<file path="config.mk">
export PLATFORM = sky130hd
export DESIGN_NAME = utf8_to_cp1252_decoder_unit
export DESIGN_NICKNAME = d
export VERILOG_FILES = /design/src/sv/u2c_pkg.sv /design/src/sv/utf8_to_cp1252_decoder_unit.sv /design/src/sv/u2c_decode.sv
export SDC_FILE = /design/constraint.sdc
export NUM_CORES = 1
export LEC_CHECK = 0
export BUFFER_PORTS_ARGS = -buffer_cell sky130_fd_sc_hd__buf_4
export CAP_MARGIN = 20
export CORE_MARGIN = 3
export CORE_UTILIZATION = 45
export CTS_BUF_LIST = sky130_fd_sc_hd__clkbuf_2 sky130_fd_sc_hd__clkbuf_4 sky130_fd_sc_hd__clkbuf_8
export CTS_CLUSTER_DIAMETER = 100
export DETAILED_ROUTE_END_ITERATION = 10
export MAX_ROUTING_LAYER = met4
export SYNTH_ARGS = -nofsm -noshare
export SYNTH_HDL_FRONTEND = slang
export SYNTH_SLANG_ARGS = --single-unit
</file>
<file path="constraint.sdc">
create_clock -name clk -period 2.7 [get_ports clk]
set_clock_uncertainty 0.2 [all_clocks]
set_input_delay 0.135 -clock clk [delete_from_list [all_inputs] [get_ports clk]]
set_output_delay 0.135 -clock clk [all_outputs]
set_load 0.05 [all_outputs]
</file>
<file path="src/sv/u2c_pkg.sv">
// Shared types and the code point to Windows-1252 mapping for the decoder.
// No dependencies; used by u2c_decode and utf8_to_cp1252_decoder_unit.
package u2c_pkg;

  // Field widths
  localparam int unsigned ByteW  = 8;
  localparam int unsigned CodeW  = 16;
  localparam int unsigned TailW  = 2;

  // Lead byte bounds and the plain Latin-1 range
  localparam logic [ByteW-1:0] Lead2Lo  = 8'hc2;
  localparam logic [ByteW-1:0] Lead2Hi  = 8'hdf;
  localparam logic [ByteW-1:0] Lead3Lo  = 8'he0;
  localparam logic [ByteW-1:0] Lead3Hi  = 8'hef;
  localparam logic [CodeW-1:0] Latin1Lo = 16'h00a0;
  localparam logic [CodeW-1:0] Latin1Hi = 16'h00ff;

  // Pending tail counts
  localparam logic [TailW-1:0] TailNone = 2'd0;
  localparam logic [TailW-1:0] TailOne  = 2'd1;
  localparam logic [TailW-1:0] TailTwo  = 2'd2;

  // Outcome of one decode step
  typedef struct packed {
    logic             emit;
    logic             bad;
    logic [ByteW-1:0] data;
  } dec_res_t;

  // Map a finished code point; bit 8 is the hit flag, bits 7:0 the byte.
  function automatic logic [ByteW:0] map_cp(input logic [CodeW-1:0] cp);
    logic [ByteW:0] res;
    res = '0;
    if (cp >= Latin1Lo && cp <= Latin1Hi) begin
      res = {1'b1, cp[ByteW-1:0]};
    end else begin
      case (cp)
        16'h20ac: res = {1'b1, 8'h80};
        16'h201a: res = {1'b1, 8'h82};
        16'h0192: res = {1'b1, 8'h83};
        16'h201e: res = {1'b1, 8'h84};
        16'h2026: res = {1'b1, 8'h85};
        16'h2020: res = {1'b1, 8'h86};
        16'h2021: res = {1'b1, 8'h87};
        16'h02c6: res = {1'b1, 8'h88};
        16'h2030: res = {1'b1, 8'h89};
        16'h0160: res = {1'b1, 8'h8a};
        16'h2039: res = {1'b1, 8'h8b};
        16'h0152: res = {1'b1, 8'h8c};
        16'h017d: res = {1'b1, 8'h8e};
        16'h2018: res = {1'b1, 8'h91};
        16'h2019: res = {1'b1, 8'h92};
        16'h201c: res = {1'b1, 8'h93};
        16'h201d: res = {1'b1, 8'h94};
        16'h2022: res = {1'b1, 8'h95};
        16'h2013: res = {1'b1, 8'h96};
        16'h2014: res = {1'b1, 8'h97};
        16'h02dc: res = {1'b1, 8'h98};
        16'h2122: res = {1'b1, 8'h99};
        16'h0161: res = {1'b1, 8'h9a};
        16'h203a: res = {1'b1, 8'h9b};
        16'h0153: res = {1'b1, 8'h9c};
        16'h017e: res = {1'b1, 8'h9e};
        16'h0178: res = {1'b1, 8'h9f};
        default:  res = '0;
      endcase
    end
    return res;
  endfunction

endpackage

</file>
<file path="src/sv/utf8_to_cp1252_decoder_unit.sv">
// UTF-8 to Windows-1252 decoder: takes one UTF-8 byte per beat and gives at
// most one Windows-1252 byte per beat, with a flag for malformed or unmappable
// input. Throughput is one byte per cycle while the input is not stalled; the
// last byte of a sequence passes from the input register through the
// combinational decode step into the result register, which presents the
// result. Lead and middle bytes of a multi-byte sequence give no result. The
// input side keeps taking beats while a result waits, and stalls only when
// the result register is full and stalled with a new result due.
// Depends on u2c_pkg and u2c_decode.
module utf8_to_cp1252_decoder_unit (
  input  logic                      clk,
  input  logic                      rst_n,
  input  logic                      in_valid,
  output logic                      in_stall,
  input  logic [u2c_pkg::ByteW-1:0] in_byte,
  output logic                      out_valid,
  input  logic                      out_stall,
  output logic [u2c_pkg::ByteW-1:0] out_byte,
  output logic                      out_bad_sequence
);

  logic                      hold_vld_r;
  logic [u2c_pkg::ByteW-1:0] hold_byte_r;
  logic                      out_vld_r;
  logic [u2c_pkg::ByteW-1:0] out_byte_r;
  logic                      out_bad_r;
  logic                      out_free;
  logic                      step;
  u2c_pkg::dec_res_t         res;

  // Move the held beat on when its result, if any, has room
  assign out_free = ~out_vld_r | ~out_stall;
  assign step     = hold_vld_r & (~res.emit | out_free);
  assign in_stall = hold_vld_r & ~step;

  u2c_decode u_decode (
    .clk     (clk),
    .rst_n   (rst_n),
    .step    (step),
    .byte_in (hold_byte_r),
    .res     (res)
  );

  // Input register
  always_ff @(posedge clk) begin
    if (!rst_n) begin
      hold_vld_r <= 1'b0;
    end else if (!in_stall) begin
      hold_vld_r <= in_valid;
    end
  end

  always_ff @(posedge clk) begin
    if (!in_stall && in_valid) begin
      hold_byte_r <= in_byte;
    end
  end

  // Result register
  always_ff @(posedge clk) begin
    if (!rst_n) begin
      out_vld_r <= 1'b0;
    end else if (out_free) begin
      out_vld_r <= step & res.emit;
    end
  end

  always_ff @(posedge clk) begin
    if (step && res.emit) begin
      out_byte_r <= res.data;
      out_bad_r  <= res.bad;
    end
  end

  assign out_valid        = out_vld_r;
  assign out_byte         = out_byte_r;
  assign out_bad_sequence = out_bad_r;

`ifndef SYNTH
  // Input stalls only while a beat is held
  a_stall_held: assert property (@(posedge clk) disable iff (!rst_n)
    in_stall |-> hold_vld_r) else $error("stall with empty input register");

  // A flagged result carries a zero byte
  a_bad_zero: assert property (@(posedge clk) disable iff (!rst_n)
    out_vld_r && out_bad_r |-> out_byte_r == '0) else $error("bad result with data");

  // A stalled result is not lost
  a_out_kept: assert property (@(posedge clk) disable iff (!rst_n)
    out_vld_r && out_stall |=> out_vld_r) else $error("stalled result dropped");
`endif

endmodule

</file>
<file path="src/sv/u2c_decode.sv">
// Per-byte UTF-8 decode step with the pending sequence state.
// Depends on u2c_pkg for widths, bounds, result type and the mapping.
module u2c_decode (
  input  logic                      clk,
  input  logic                      rst_n,
  input  logic                      step,
  input  logic [u2c_pkg::ByteW-1:0] byte_in,
  output u2c_pkg::dec_res_t         res
);

  logic [u2c_pkg::CodeW-1:0] partial_r, partial_nxt;
  logic [u2c_pkg::TailW-1:0] tail_r, tail_nxt;
  logic [u2c_pkg::CodeW-1:0] joined;
  logic [u2c_pkg::TailW-1:0] tail_dec;
  logic [u2c_pkg::ByteW:0]   mapped;

  // Append six payload bits and look up the finished code point
  assign joined   = {partial_r[u2c_pkg::CodeW-7:0], byte_in[5:0]};
  assign tail_dec = tail_r - u2c_pkg::TailOne;
  assign mapped   = u2c_pkg::map_cp(joined);

  // Decide the result and the next sequence state
  always_comb begin
    partial_nxt = partial_r;
    tail_nxt    = tail_r;
    res         = '0;
    if (tail_r == u2c_pkg::TailNone) begin
      if (!byte_in[7]) begin
        res.emit = 1'b1;
        res.data = byte_in;
      end else if (byte_in >= u2c_pkg::Lead2Lo && byte_in <= u2c_pkg::Lead2Hi) begin
        partial_nxt = {{(u2c_pkg::CodeW-5){1'b0}}, byte_in[4:0]};
        tail_nxt    = u2c_pkg::TailOne;
      end else if (byte_in >= u2c_pkg::Lead3Lo && byte_in <= u2c_pkg::Lead3Hi) begin
        partial_nxt = {{(u2c_pkg::CodeW-4){1'b0}}, byte_in[3:0]};
        tail_nxt    = u2c_pkg::TailTwo;
      end else begin
        res.emit = 1'b1;
        res.bad  = 1'b1;
      end
    end else if (byte_in[7:6] != 2'b10) begin
      // Bad tail: drop the pending sequence
      partial_nxt = '0;
      tail_nxt    = u2c_pkg::TailNone;
      res.emit    = 1'b1;
      res.bad     = 1'b1;
    end else if (tail_dec != u2c_pkg::TailNone) begin
      partial_nxt = joined;
      tail_nxt    = tail_dec;
    end else begin
      partial_nxt = '0;
      tail_nxt    = u2c_pkg::TailNone;
      res.emit    = 1'b1;
      res.bad     = ~mapped[u2c_pkg::ByteW];
      res.data    = mapped[u2c_pkg::ByteW] ? mapped[u2c_pkg::ByteW-1:0] : '0;
    end
  end

  // Advance the sequence state on each consumed beat
  always_ff @(posedge clk) begin
    if (!rst_n) begin
      partial_r <= '0;
      tail_r    <= u2c_pkg::TailNone;
    end else if (step) begin
      partial_r <= partial_nxt;
      tail_r    <= tail_nxt;
    end
  end

`ifndef SYNTH
  // A pending count of three never arises
  a_tail_range: assert property (@(posedge clk) disable iff (!rst_n)
    tail_r != 2'd3) else $error("tail count out of range");

  // An idle decoder holds no partial code
  a_idle_clear: assert property (@(posedge clk) disable iff (!rst_n)
    tail_r == u2c_pkg::TailNone |-> partial_r == '0) else $error("stale partial code");

  // A result never comes with a sequence left pending
  a_emit_idle: assert property (@(posedge clk) disable iff (!rst_n)
    step && res.emit |=> tail_r == u2c_pkg::TailNone) else $error("result with pending tail");
`endif

endmodule
</file>
==> results_dict.tcl, run 1 <==
set metrics [dict create \
    post_drt_wl_per_cell_um 17.47 \
    clock.fmax_mhz 384.6 \
    drt-pass1-iter-count 5 \
    reg2reg_from "hold_byte_r[1]$_DFFE_PP_" \
    rsz0062_at_grt "no" \
    maxCapViolations 0 \
    antenna_left 0 \
    required_ps 2370 \
    cp_cell_sequence "buf_4 -> nor4_4 -> o31ai_1 -> a31oi_1 -> o21ai_0 -> nor2_2 -> buf_4" \
    htreeDepth 2 \
    grt_pass1_vias 1952 \
    fin_ws_ps 99.96 \
    syn_inst 230 \
    hold_viol 0 \
    slew_headroom_pct 59.22 \
    finalCriticalPeriod_ps 2600 \
    synth_nets 244 \
    power_frac_seq_pct 45.8 \
    ys_warn_count 0 \
    synth.ff_latch_count 31 \
    grt_usage_pct 23.33 \
    synth_area_mm2 0.002048 \
    ys_types 55 \
    num-fill-cells 352 \
    crit_arrival_ps 2270 \
    fin_tns_setup_ps 0 \
    min_to "out_valid$_SDFFE_PN0P_" \
    min_from "out_stall" \
    holdPathStages 3 \
    drc 0 \
    pre_cts_slack_ps 108.1 \
    r2r-end "out_bad_sequence$_DFFE_PP_" \
    cp-end-kind "output port" \
    clock-root-buffer "clkbuf_8" \
    cp_max_fo 7 \
    io_buffers 22 \
    yosys.area.top_type "edfxtp_1" \
    drive_gt1_share_pct 26.41 \
    crit_type "register to output port" \
    initial_utilization_pct 48.75 \
    switching_share_pct 28.57 \
    cts.sinks 31 \
    synth_edf_count 17 \
    status "finished clean" \
    syn_to_final_growth_pct 29.51 \
    clock_power_share_pct 35.5 \
    async_reset_ff_share_pct 0 \
    post_drt_via_cell_ratio 6.156 \
    cts_buffer_depth 2 \
    p_leak_uw 0.0009875 \
    grt_max_degree 14 \
    irDropWorstVdd_uv 315.4 \
    die_h_um 73.47 \
    pin_count 23 \
    cts_buffers 5 \
    core-area_mm2 0.004202 \
    vias 2056 \
    finalMaxSlewViolations 0 \
    cp-start-kind "register" \
    period_share_pct 96.30 \
    diodes 0 \
    synthTopCellsByCount "24 x nand2_1, 17 x edfxtp_1, 17 x nor2_1, 15 x o21ai_0, 14 x dfxtp_1" \
    netlist.area_leader.share_pct 24.92 \
    tightest_slew_ps 609.5 \
    finalSetupViolations 0 \
    synth.most_common_cell "nand2_1" \
    crit_slowest_cell "edfxtp_1" \
    grt_pass1_wl_um 9315 \
    dp_hpwl_um 4297 \
    overflow 0 \
    wirelength_um 5836 \
    cp_common_cell "buf_4" \
    finalNetCount 297 \
    power_switching_uw 341.1 \
    antenna_found_initial 0 \
    cp_slowest_stage_delay_ps 490 \
    dieArea_mm2 0.005397 \
    insertion_delay_ps 290 \
    cellPowerDensity_mw_per_mm2 450.0 \
    ff2ff_setup_slack_ps 110 \
    reg2regPathDepth 7 \
    row_count 23 \
    combPwrFrac_pct 18.6 \
    hp-class "input port to register" \
    fp.dieW_um 73.47 \
    ys_top_cells_by_area "edfxtp_1 25%, dfxtp_1 14%, nand2_1 4.4%" \
    synth-main-ff-cell "edfxtp_1" \
    place_congestion 0.8969 \
    cts_tree "done" \
    cts.reportedPaths.clkPinSlew_ps 70 \
    initialDrtViolationCount 162 \
    p_int_uw 852.7 \
    seq_area_frac_synth_pct 38.61 \
    synth.avg_cell_area_um2 8.905 \
]
## sequential cells by signal, indices dropped and copies added, names as in the netlist
| register | count |
|---|---|
| u_decode.tail_r | 2 |
| hold_byte_r | 8 |
| out_byte | 8 |
| u_decode.partial_r | 10 |
| out_valid | 1 |
| hold_vld_r | 1 |
| out_bad_sequence | 1 |
## layout make-up
cell class,count,area (µm²),area share [%]
inverters,6,22.52,0.8491
well taps,50,62.56,2.358
repair buffers,63,498.0,18.77
clock inverters,1,6.256,0.2358
multi-input cells,176,1176,44.34
clock buffers,7,96.34,3.632
flip-flops and latches,31,790.8,29.81
## stage by stage
step | utilization (%) | power (µW) | area (µm²) | hold WS (ps) | std cells
6_report | 63.13 | 1194 | 2653 | 13.40 | 334
5_1_grt | 63.13 | 1244 | 2653 | 39.94 | 334
4_1_cts | 61.58 | 1187 | 2587 | 12.22 | 327
3_5_place_dp | 56.55 | 754.8 | 2376 | 114.8 | 309
3_3_place_gp | 56.55 | 753.2 | 2376 | 113.8 | 309
2_1_floorplan | - | 679.9 | 2051 | 33.87 | 230
## worst max path at each step
stage,startpoint,end,slack (ps)
finish,hold_byte_r[2]$_DFFE_PP_,in_stall,100
global route,hold_byte_r[2]$_DFFE_PP_,in_stall,4
CTS,hold_byte_r[2]$_DFFE_PP_,in_stall,40
detailed placement,hold_byte_r[2]$_DFFE_PP_,hold_byte_r[0]$_DFFE_PP_,110
global placement,hold_byte_r[5]$_DFFE_PP_,out_bad_sequence$_DFFE_PP_,120
floorplan,hold_byte_r[4]$_DFFE_PP_,hold_byte_r[0]$_DFFE_PP_,70
## worst max-delay path, delay by kind of cell, from the launching register on
kind / cells / cell delay, ps
DFF: 1 / 490
and+or+nand+nor: 2 / 530
buffers and inverters: 2 / 450
AOI/OAI and AO/OA: 3 / 510
## repair_timing
| item | in CTS | in global routing |
|---|---|---|
| endpoints found under the setup margin | 1 | 11 |
| hold buffers | 10 | 0 |
| setup buffers | 0 | 7 |
| endpoints found under the hold margin | 17 | 0 |
| gates resized for setup | 1 | 2 |
## power groups by stage
stage / sequential [µW] / combinational (µW) / clock [µW]
floorplan: 571 / 109 / 0
global placement: 556 / 197 / 0
detailed placement: 557 / 197 / 0
CTS: 548 / 210 / 429
global route: 550 / 240 / 455
finish: 547 / 223 / 424
## cell usage in the layout, fill, tap and decap left out, types with 3 or more instances in the layout
master / instances
a21o_1: 3
a21oi_1: 6
a22o_1: 4
a31oi_1: 5
and2_1: 5
buf_4: 53
clkbuf_8: 7
dfxtp_1: 14
dlygate4sd3_1: 10
edfxtp_1: 17
inv_1: 6
nand2_1: 24
nand2b_1: 5
nand3_1: 12
nand4_1: 9
nor2_1: 16
nor2b_1: 8
nor3_1: 4
nor4b_1: 4
o211ai_1: 3
o21ai_0: 15
o31ai_1: 4
## per-layer routing
metal  global-route usage [%]  share of wire, %  up-vias
met1                    28.91                42      952
met5                        -                 0        -
li1                         -                 -      977
met3                    5.335               7.9       16
met2                    37.30                48      111
met4                    8.048               1.9        0
## cell families (layout without fill, tap and decap cells)
family,after synthesis,after routing,synth area share (%)
compound gates,62,62,22.17
xor+xnor,2,2,0.8554
fa+ha+maj,2,2,1.222
buf+inv,23,77,5.131
flops,31,31,38.61
mux,1,1,0.4887
simple gates,109,109,31.52
No activity file was read; power rests on OpenSTA's default activity.
==> run 2: changes to the inputs <==
Settings changed: SYNTH_HIERARCHICAL set to 1.
==> run 2 against run 1 <==
Against the previous run: via count decreased by 4.4%; register-to-register slack improved by 120 ps; die area increased by 4.9%; combinational power increased by 10%; synthesized area increased by 5.3%; core utilization decreased by 4.2 points; critical endpoint is now hold_vld_r$_SDFFE_PN0N_; largest power group unchanged; highest routed layer unchanged.
==> results_dict.tcl, run 2 <==
set metrics [dict create \
    synth_edf_count 17 \
    cp-end-kind "register" \
    wirelength_um 5311 \
    clock.fmax_mhz 405.6 \
    reg2reg_from "hold_byte_r[4]$_DFFE_PP_" \
    hold-worst-slack_ps 303.2 \
    fp.dieW_um 75.24 \
    slew_headroom_pct 50.56 \
    min_to "u_decode/partial_r[7]$_SDFFE_PN0P_" \
    syn_inst 243 \
    core-area_mm2 0.004504 \
    cts_buffer_depth 2 \
    muxShareOfSynthArea_pct 0.5220 \
    post_drt_wl_per_cell_um 15.62 \
    tightest_slew_ps 740.1 \
    netlist.area_leader.share_pct 23.67 \
    syn_to_final_growth_pct 23.09 \
    synth-compound-area-share_pct 18.21 \
    io_buffers 22 \
    startpoint "hold_byte_r[4]$_DFFE_PP_" \
    initial_utilization_pct 47.89 \
    row_count 24 \
    drc 0 \
    irDropWorstVdd_uv 504.8 \
    vias 1965 \
    post_drt_via_cell_ratio 5.779 \
    num-fill-cells 429 \
    postCtsSetupBuffers 0 \
    layout_commonest_cell "buf_4" \
    required_ps 2730 \
    grt_usage_pct 21.51 \
    cp-start-kind "register" \
    period_share_pct 91.31 \
    synth-simple-area-share_pct 36.89 \
    seq_area_frac_synth_pct 36.66 \
    place_congestion 0.9148 \
    cts.sinks 31 \
    synth_xor_area_share_pct 0.8121 \
    ys_warn_count 6 \
    cts_tree "done" \
    initialDrtViolationCount 125 \
    max_flop_register "u_decode/partial_r" \
    synth_top_family_by_area "simple AND/OR/NAND/NOR gates" \
    ff2ff_setup_slack_ps 230 \
    fin_ws_ps 234.5 \
    drt-pass1-iter-count 4 \
    finalCriticalPeriod_ps 2465 \
    antenna_found_initial 0 \
    cts_hold_buf 13 \
    crit_type "register to register" \
    dp_hpwl_um 3943 \
    placedInstanceArea_mm2 0.002417 \
    pre_cts_slack_ps 263.2 \
    hold_viol 0 \
    grt_pass1_vias 1835 \
    ys_top_cells_by_area "edfxtp_1 24%, dfxtp_1 13%, nand2_1 5.9%" \
    synth-main-ff-cell "edfxtp_1" \
    cts_resized 0 \
    cts.reportedPaths.clkPinSlew_ps 70 \
    min_from "u_decode/partial_r[7]$_SDFFE_PN0P_" \
    r2r-end "hold_vld_r$_SDFFE_PN0N_" \
    die_h_um 75.24 \
    async_reset_ff_share_pct 0 \
    antenna_left 0 \
    cts_buffers 5 \
    holdPathStages 2 \
    p_leak_uw 0.0009744 \
    yosys.area.top_type "edfxtp_1" \
    diodes 0 \
    largest_register_ffs 10 \
    layout_common_cells "40 x buf_4, 34 x nand2_1, 19 x nor2_1" \
    clock-root-buffer "clkbuf_8" \
    synthTopCellsByCount "34 x nand2_1, 19 x nor2_1, 17 x edfxtp_1, 16 x nand3_1, 14 x dfxtp_1" \
    overflow 0 \
    finalInstanceArea_mm2 0.002655 \
    synth_nets 257 \
    crit_arrival_ps 2500 \
    pin_count 23 \
    reg2regPathDepth 8 \
    finalMaxSlewViolations 0 \
    ys_types 61 \
    grt_pass1_wl_um 8928 \
    synth_area_mm2 0.002157 \
    status "finished clean" \
    synth.ff_latch_count 31 \
    dieArea_mm2 0.005660 \
    cellPowerDensity_mw_per_mm2 461.8 \
    finalNetCount 301 \
    synth_adder_area_share_pct 1.160 \
    grt_max_degree 21 \
    drive_gt1_share_pct 22.92 \
    synth.most_common_cell "nand2_1" \
    finalSetupViolations 0 \
    fin_tns_setup_ps 0 \
    hp-class "register to register" \
    insertion_delay_ps 280 \
    rsz0062_at_grt "no" \
    maxCapViolations 0 \
    synth.avg_cell_area_um2 8.877 \
    cp_max_fo 3 \
    htreeDepth 2 \
]
-- run 2: cell count changes after synthesis, moves of 4 or more --
cell      before  now
a21boi_1       0    9
buf_4          0    4
nand2_1       24   34
a21oi_1        6   12
o31ai_1        4    0
nand3_1       12   16
a31oi_1        6    2
o21ai_0       15    4
clkbuf_1       7    3
-- run 2: critical path: stages (launching register included) --
cell and delay (ps):
edfxtp_1 380, nor4_1 470, o31ai_2 130, o21bai_1 180
nand2_1 100, and4_4 230, buf_4 100, o21a_1 90
dlygate4sd3_1 530
-- run 2: power breakdown --
part           switching [µW]  internal [µW]  total, µW
sequential               15.3            524        539
clock                     172            270        441
combinational             143            103        246
-- run 2: worst max-delay path by stage --
| stage | end | slack, ps | cells past startpoint |
|---|---|---|---|
| detailed placement | hold_byte_r[0]$_DFFE_PP_ | 260 | 7 |
| global route | hold_byte_r[0]$_DFFE_PP_ | 10 | 7 |
| finish | hold_vld_r$_SDFFE_PN0N_ | 230 | 8 |
| CTS | hold_vld_r$_SDFFE_PN0N_ | 220 | 8 |
| global placement | out_bad_sequence$_DFFE_PP_ | 290 | 8 |
| floorplan | hold_byte_r[0]$_DFFE_PP_ | 270 | 7 |
-- run 2: layer usage --
layer / part of all wire (%) / track usage [%] / wire [µm]
met1: 48 / 28.95 / 2550
met2: 45 / 31.91 / 2388
met3: 4.7 / 3.738 / 248
met4: 2.4 / 8.932 / 125
met5: 0 / - / 0
-- run 2: final cells by class --
type | instances | area, µm² | area share (%)
multi-input combinational | 191 | 1242 | 46.80
sequential | 31 | 790.8 | 29.78
timing repair buffer | 53 | 430.4 | 16.21
clock buffer | 5 | 68.82 | 2.592
tap | 52 | 65.06 | 2.451
clock inverter | 3 | 38.79 | 1.461
inverter | 5 | 18.77 | 0.7069
-- run 2: stage by stage --
step	total power, µW	cells	utilization [%]
after floorplan	704.3	243	-
after global placement	778.8	319	53.67
after detailed placement	778.9	319	53.67
after CTS	1241	340	58.94
after global routing	1283	340	58.94
final	1226	340	58.94
-- run 2: cells by family (layout without fill, tap and decap cells) --
family	after synthesis	in the layout
xor gates and xnor gates	2	2
AOI/OAI and AO/OA	54	54
muxes	1	1
adders and majority gates	2	2
and+or+nand+nor	132	132
DFF	31	31
buffers and inverters	21	66
